`src/rtl/ssf_pkg.sv`:
```
// Shared types, register indexes and saturation helper of the spring force block.
package ssf_pkg;
	localparam int K_W = 31;
	localparam int OUT_W = 32;
	localparam int REG_IDX_W = 1;
	localparam logic [REG_IDX_W-1:0] REG_RESIST_COMPRESSION = 1'd0;
	localparam logic [REG_IDX_W-1:0] REG_DEFINITE_MODE = 1'd1;
	localparam logic [OUT_W-1:0] SAT_POS = 32'h7FFF_FFFF;
	localparam logic [OUT_W-1:0] SAT_NEG = 32'h8000_0000;
	localparam logic [K_W-1:0] SAT_U31 = 31'h7FFF_FFFF;

	typedef struct packed {
		logic en;
		logic valid;
	} stg_ctl_t;

	// Clamp a sign and magnitude to a signed 32-bit result; big flags magnitude bits above 32.
	function automatic logic [OUT_W-1:0] sat_out(input logic neg, input logic big,
			input logic [OUT_W-1:0] mag);
		logic [OUT_W-1:0] res;
		if (neg) begin
			res = (big || mag[OUT_W-1]) ? SAT_NEG : (~mag + 1'b1);
		end else begin
			res = (big || mag[OUT_W-1]) ? SAT_POS : mag;
		end
		return res;
	endfunction
endpackage

```
`src/rtl/ssf_sqrt.sv`:
```
// Pipelined integer square root, one root bit per stage, with a side payload.
module ssf_sqrt
	import ssf_pkg::*;
#(
	parameter int RADW = 68,
	parameter int PW = 8
) (
	input logic clk,
	input logic arst_n,
	input stg_ctl_t ctl,
	input logic [RADW-1:0] rad,
	input logic [PW-1:0] pay_in,
	output logic valid_out,
	output logic [RADW/2-1:0] root,
	output logic [PW-1:0] pay_out
);
	localparam int RTW = RADW / 2;
	localparam int REMW = RTW + 3;

	logic v_s [RTW+1];
	logic [REMW-1:0] rem_s [RTW+1];
	logic [RTW-1:0] root_s [RTW+1];
	logic [RADW-1:0] rad_s [RTW+1];
	logic [PW-1:0] pay_s [RTW+1];

	assign v_s[0] = ctl.valid;
	assign rem_s[0] = '0;
	assign root_s[0] = '0;
	assign rad_s[0] = rad;
	assign pay_s[0] = pay_in;

	for (genvar i = 0; i < RTW; i++) begin : g_stage
		logic [REMW-1:0] acc;
		logic [REMW-1:0] trial;
		logic ge;

		// bring down the next two radicand bits, try root*4+1
		assign acc = {rem_s[i][REMW-3:0], rad_s[i][RADW-1 -: 2]};
		assign trial = {1'b0, root_s[i], 2'b01};
		assign ge = acc >= trial;

		always_ff @(posedge clk or negedge arst_n) begin
			if (!arst_n) begin
				v_s[i+1] <= 1'b0;
			end else if (ctl.en) begin
				v_s[i+1] <= v_s[i];
			end
		end

		always_ff @(posedge clk) begin
			if (ctl.en) begin
				rem_s[i+1] <= ge ? acc - trial : acc;
				root_s[i+1] <= {root_s[i][RTW-2:0], ge};
				rad_s[i+1] <= {rad_s[i][RADW-3:0], 2'b00};
				pay_s[i+1] <= pay_s[i];
			end
		end
	end

	assign valid_out = v_s[RTW];
	assign root = root_s[RTW];
	assign pay_out = pay_s[RTW];
endmodule

```
`config.mk`:
```
export PLATFORM = sky130hd
export DESIGN_NAME = ssf_sqrt
export DESIGN_NICKNAME = d
export VERILOG_FILES = /design/src/rtl/ssf_pkg.sv /design/src/rtl/ssf_sqrt.sv
export SDC_FILE = /design/constraint.sdc
export NUM_CORES = 2
export LEC_CHECK = 0
export ABC_AREA = 0
export BUFFER_PORTS_ARGS = -buffer_cell sky130_fd_sc_hd__clkbuf_2
export CELL_PAD_IN_SITES_DETAIL_PLACEMENT = 0
export CELL_PAD_IN_SITES_GLOBAL_PLACEMENT = 2
export CORE_MARGIN = 3
export CORE_UTILIZATION = 45
export CTS_BUF_LIST = sky130_fd_sc_hd__clkbuf_4
export CTS_CLUSTER_DIAMETER = 150
export DETAILED_ROUTE_END_ITERATION = 6
export PLACE_DENSITY = 0.81
export RECOVER_POWER = 50
export SLEW_MARGIN = 10
export SYNTH_ARGS = -nofsm -noshare
export SYNTH_HDL_FRONTEND = slang
export SYNTH_SLANG_ARGS = --single-unit
```
`constraint.sdc`:
```
create_clock -name clk -period 5.25 [get_ports clk]
set_clock_uncertainty 0.15 [all_clocks]
set_input_delay 0.2625 -clock clk [delete_from_list [all_inputs] [get_ports clk]]
set_output_delay 0.2625 -clock clk [all_outputs]
set_load 0.1 [all_outputs]
```
* Word-level counts from Yosys, hierarchy flattened *
Index checks and enable logic that the tools add are counted.

storage, ports and cells
  register bits = 3146
  input port bits = 80
  logic and storage cells = 269
  output and inout port bits = 43

operators by class
  $add $sub $neg = 33
  $lt $le $gt $ge = 34
  muxes and demuxes = 33

operator list
  operator                                          number
  35-bit 2-to-1 mux                                 32
  37-bit by 10-bit >= comparator with 1-bit output  1
  37-bit by 11-bit >= comparator with 1-bit output  1
  37-bit by 12-bit >= comparator with 1-bit output  1
  37-bit by 13-bit >= comparator with 1-bit output  1
  37-bit by 14-bit >= comparator with 1-bit output  1
  37-bit by 15-bit >= comparator with 1-bit output  1
  37-bit by 16-bit >= comparator with 1-bit output  1
  37-bit by 17-bit >= comparator with 1-bit output  1
  37-bit by 18-bit >= comparator with 1-bit output  1
  37-bit by 19-bit >= comparator with 1-bit output  1
  37-bit by 20-bit >= comparator with 1-bit output  1
  37-bit by 21-bit >= comparator with 1-bit output  1
  37-bit by 22-bit >= comparator with 1-bit output  1
  37-bit by 23-bit >= comparator with 1-bit output  1
  37-bit by 24-bit >= comparator with 1-bit output  1
  37-bit by 25-bit >= comparator with 1-bit output  1
  37-bit by 26-bit >= comparator with 1-bit output  1
  37-bit by 27-bit >= comparator with 1-bit output  1
  37-bit by 28-bit >= comparator with 1-bit output  1
  37-bit by 29-bit >= comparator with 1-bit output  1
  37-bit by 3-bit >= comparator with 1-bit output   1
  37-bit by 30-bit >= comparator with 1-bit output  1
  37-bit by 31-bit >= comparator with 1-bit output  1
  45 further kinds                                  45

* Longest topological paths before layout *
  word-level depth = 2
  gate-level depth with buffers = 15

* Worst setup path after synthesis *
OpenSTA, ideal clock, no wires.

  path type = register to register
  start = register rem_s (netlist bit g_stage[31].acc[25])
  end = register rem_s (netlist bit g_stage[32].acc[10]), data pin
  arrival = 3.343 ns
  path slack = 1.486 ns
  cell stages (with the launch flop) = 14
  cells stage by stage = edfxtp_1 ha_1 clkbuf_1 nand3_1 or4_1 a2111oi_0 nor3_1 nand2b_1 o21ai_0 nor2_1 inv_2 buf_1 buf_1 a21oi_1

on the way
  word-level cells in the longest chain between the ends = 2

ends and longest elaborated chain
  element                                           line            source
  from (decl)                                       ssf_sqrt.sv:21  logic [REMW-1:0] rem_s [RTW+1];
  from (signal, indexed assignment)                 ssf_sqrt.sv:52  rem_s[i+1] <= ge ? acc - trial : acc;
  37-bit by 33-bit >= comparator with 1-bit output  ssf_sqrt.sv:40  assign ge = acc >= trial;
  35-bit 2-to-1 mux                                 ssf_sqrt.sv:52

No other way between the ends.
A chain may end at the register's enable or synchronous reset.

* Worst setup path in the final report *
  start = input ctl[1] in the netlist's numbering
  end = register rad_s[803] in the netlist's numbering (enable)

RTL lines
  element                          line            source
  from (decl)                      ssf_sqrt.sv:10  input stg_ctl_t ctl,
  to (signal, indexed assignment)  ssf_sqrt.sv:54  rad_s[i+1] <= {rad_s[i][RADW-3:0], 2'b00};
  to (decl)                        ssf_sqrt.sv:23  logic [RADW-1:0] rad_s [RTW+1];

No word-level cell between the ends.

==> parameters.txt <==
Parameter                              Value

Outcome
  Outcome    finished with violations
  Violated checks    capacitance limit, slew limit

Logic synthesis
  Yosys cell types    88
  Yosys top cell area share    66.0%
  Proportion of register bits with asynchronous set or reset after synthesis    1.09%
  Number of standard cells after synthesis    approximately 11000
  Top cells by area, synth    sky130_fd_sc_hd__edfxtp_1 (66%), sky130_fd_sc_hd__ha_1 (5.6%), sky130_fd_sc_hd__xnor2_1 (2.9%)
  Cell type contributing the most total cell area after synthesis    sky130_fd_sc_hd__edfxtp_1
  Sequential fraction of the synthesis area    66.6%
  Synth warn    0
  Dominant register cell in the synthesized netlist    sky130_fd_sc_hd__edfxtp_1
  Number of synthesized register bits    3125
  EDFF count, synth    3091
  Synthesized net count    roughly 11000
  Post-Synthesis Mean Instance Area    roughly 13 sq um
  Syn Std Cell Area    141000 sq um

Finish
  Ratio of cells with drive above 1 in the final layout    13.8%
  Fill count    26900
  Area taken by flip-flops and latches    93700 sq um
  Footprint of the multi-input gates    43100 sq um
  Count of placed standard cells in the final layout, fillers left out    16300
  Layout overhead on the synthesized area    13.1%
  Net total in the final layout    12300

STA
  Worst max-slew margin expressed relative to the limit    -74.1%
  Final Hold Vio Count    0
  Fmax    221 MHz
  Fin crit period    4.53 ns
  Count of final setup violators    0
  Setup repair after global routing missed its margin    false
  Final slew viol count    about 1400
  Actual slew at the worst max-slew pin    2.61 ns
  Ratio of final minimum period to clock period    86.3%
  WHS    0.222 ns
  Final setup TNS    0 ns

Setup path
  Worst path max stage delay    2.09 ns
  Maximum fanout along the worst path    119
  Cell breakdown of the critical path    dlygate4sd3_1 -> dlygate4sd3_1 -> clkbuf_2 -> buf_2
  Library cell contributing the largest single delay on the critical path    sky130_fd_sc_hd__buf_2
  Setup crit end kind    flop
  CP dominant cell by count    sky130_fd_sc_hd__dlygate4sd3_1
  CP Class    input port to flop
  Buffer and inverter count on the worst path    4
  Crit path arrival time    5.38 ns
  Required time at the endpoint of the critical path    6.10 ns
  Setup crit start kind    input port
  Dominant delay contributor by cell family on the critical path    buffers and inverters

Flow run
  Count of maximum capacitance violations    18

CTS
  Number of sinks on the clock net    3125
  Post-CTS setup-driven buffer insertion count    0
  TritonCTS clock tree    yes
  TritonCTS buffer count    812
  CTS HTree Levels    6
  Post-CTS clock slew at the launch and capture registers of the worst setup and hold paths    0.06 ns
  Root Buffer Master    sky130_fd_sc_hd__clkbuf_4
  Latest clock arrival within the worst-skew pair    1.50 ns
  Clock buffer depth    4

Global routing
  Pin count of the biggest net entering global routing    ~160
  Total congestion overflow    0
  Overall fraction of global-route tracks in use    18.4%
  Via count of the first global-routing pass    85000
  Wire length of the first global-routing pass    469000 microns
  Initial antenna violation count    10

Die
  Initial standard-cell utilization of the core    45.4%
  # rows    204
  Area enclosed by the die boundary    319000 sq um
  Floorplan Core Area    310000 sq um
  Chip height    565 microns
  Die X-Extent    ~560 microns
  IO Pins    123

Placed design
  Number of buffer cells added on primary ports    between 100 and 150
  Half-perimeter wire length after detailed placement    207000 microns
  Final weighted congestion of routability-driven global placement    0.870
  Number of cells after detailed placement    ~15000

Power
  Leak    61.5 nW
  Pwr per Cell Area    430 nW/um^2
  Peak supply drop    0.266 mV

Routing
  ANT nets after route    0
  DR iter-0 viols    roughly 5700
  Remaining design rule violation count    0
  DR WL/cell    18.4 microns
  Via-to-Cell Ratio    5.20
  Number of search-and-repair iterations in the first detailed-routing pass    6
  Via Count    about 85000
  Final wirelength    299000 microns

Worst hold path
  Worst min-delay path class    flop to flop
[metal layers]
| metal | vias up | wire length [microns] | track usage [%] |
|---|---|---|---|
| li1 | 41700 | - | - |
| met1 | 40700 | 131000 | 24.1 |
| met2 | 1846 | 148000 | 31.4 |
| met3 | 537 | 12700 | 3.07 |
| met4 | 4 | 7250 | 5.84 |
| met5 | - | 27 | 0 |
[area by class of cell]
cell class	count	area share, %
diodes	7	0.0110
clock buffers	1159	5.47
clock inverters	247	0.933
inverters	789	1.86
multi-input cells	6382	27.1
flip-flops and latches	3125	58.9
well taps	4120	3.24
repair buffers	469	2.44
[cells in the mapped netlist, types with 56 or more instances]
cell type / instances
sky130_fd_sc_hd__nor2_1: 697
sky130_fd_sc_hd__nor2b_1: 90
sky130_fd_sc_hd__a211oi_1: 57
sky130_fd_sc_hd__nand3_1: 174
sky130_fd_sc_hd__inv_1: 787
sky130_fd_sc_hd__xor2_1: 459
sky130_fd_sc_hd__or3_1: 111
sky130_fd_sc_hd__mux2_2: 123
sky130_fd_sc_hd__nand4_1: 129
sky130_fd_sc_hd__ha_1: 631
sky130_fd_sc_hd__o21a_1: 99
sky130_fd_sc_hd__nand2_1: 639
sky130_fd_sc_hd__clkbuf_1: 192
sky130_fd_sc_hd__nor3_1: 246
sky130_fd_sc_hd__a31oi_1: 56
sky130_fd_sc_hd__nor4_1: 139
sky130_fd_sc_hd__a21oi_1: 712
sky130_fd_sc_hd__or4_1: 67
sky130_fd_sc_hd__xnor2_1: 462
sky130_fd_sc_hd__a21o_1: 260
sky130_fd_sc_hd__o21ai_0: 496
sky130_fd_sc_hd__nand2b_1: 135
sky130_fd_sc_hd__edfxtp_1: 3091
[worst register-to-register path, stage by stage (launching register included)]
cell and delay, ns:
sky130_fd_sc_hd__edfxtp_1 0.51, sky130_fd_sc_hd__inv_1 0.10, sky130_fd_sc_hd__ha_1 0.25, sky130_fd_sc_hd__or3_1 0.38, sky130_fd_sc_hd__o22ai_1 0.38, sky130_fd_sc_hd__a2bb2oi_1 0.34
sky130_fd_sc_hd__o21ai_0 0.37, sky130_fd_sc_hd__o41a_1 0.56, sky130_fd_sc_hd__a21oi_2 0.17, sky130_fd_sc_hd__buf_4 0.29, sky130_fd_sc_hd__mux2i_1 0.68
[worst paths after layout]
path	start	endpoint	slack (ns)	cells past startpoint
setup / recovery	ctl[1]	rad_s[803]	0.72	4
hold / removal	rad_s[1218]	rad_s[1152]	0.22	0
setup reg to reg	g_stage[23].trial[4]	g_stage[24].acc[3]	0.72	10
hold reg to reg	rad_s[1218]	rad_s[1152]	0.22	0
max in group asynchronous	arst_n	v_s[20]	2.41	6
min in group asynchronous	arst_n	valid_out	1.44	6
[cell families (layout without fill, tap and decap cells)]
group	after synthesis	after routing	synth area share, %
flops	3125	3125	66.6
xor+xnor	921	921	5.74
fa+ha+maj	631	631	5.62
compound gates	2027	2027	8.84
mux	136	136	1.08
buf+inv	1015	2664	2.74
simple gates	2666	2666	9.35
other cells	1	8	0.00267
[sequential cells by signal, indices dropped and copies added, names as in the netlist]
register	cells
v_s	33
valid_out	1
pay_s	264
pay_out	8
root	34
rad_s	1056
g_stage.acc	1168
g_stage.trial	561
[what timing repair did]
item | in CTS | in global routing
gates resized for setup | 0 | 0
hold buffers | 241 | 0
endpoints found under the hold margin | 3236 | 0
[cells in the final DEF (no fill, tap or decap), drive strengths merged, types with 15 or more instances in the layout]
cell type / instances
nand4: 129
a211o: 16
nand3: 174
nor3: 247
clkinv: 202
nand2b: 136
a21o: 260
nand4b: 18
a31o: 15
o211ai: 34
o21a: 99
nor2b: 90
and2: 32
or4: 67
o21ai: 498
ha: 631
a2111oi: 15
or2: 53
or3: 112
edfxtp: 3091
a21boi: 16
and3: 50
mux2: 123
a21oi: 712
buf: 83
xor2: 459
dlygate4sd3: 239
nor2: 697
inv: 826
dfrtp: 34
nor4: 140
and4: 20
nand3b: 21
clkbuf: 1306
xnor2: 462
o21bai: 43
a211oi: 58
nand2: 639
a31oi: 56
o31ai: 45
[metrics by stage]
step | instance area, sq um | setup slack (ns) | power, mW | utilization, %
after floorplan | 141000 | 1.49 | 43.4 | -
after global placement | 147000 | 0.830 | 48.1 | 47.3
after detailed placement | 147000 | 0.816 | 48.2 | 47.3
after CTS | 159000 | 0.760 | 69.4 | 51.4
after global routing | 159000 | 0.528 | 72.7 | 51.3
final | 159000 | 0.722 | 68.3 | 51.3
[power by group]
group,total (mW),internal [mW],switching (mW),leakage (nW)
Combinational,14.2,5.93,8.30,25.2
Sequential,33.6,31.5,2.11,30.2
Clock,20.5,10.5,10.0,6.05
Note: power is estimated with default switching activity, not from simulation.
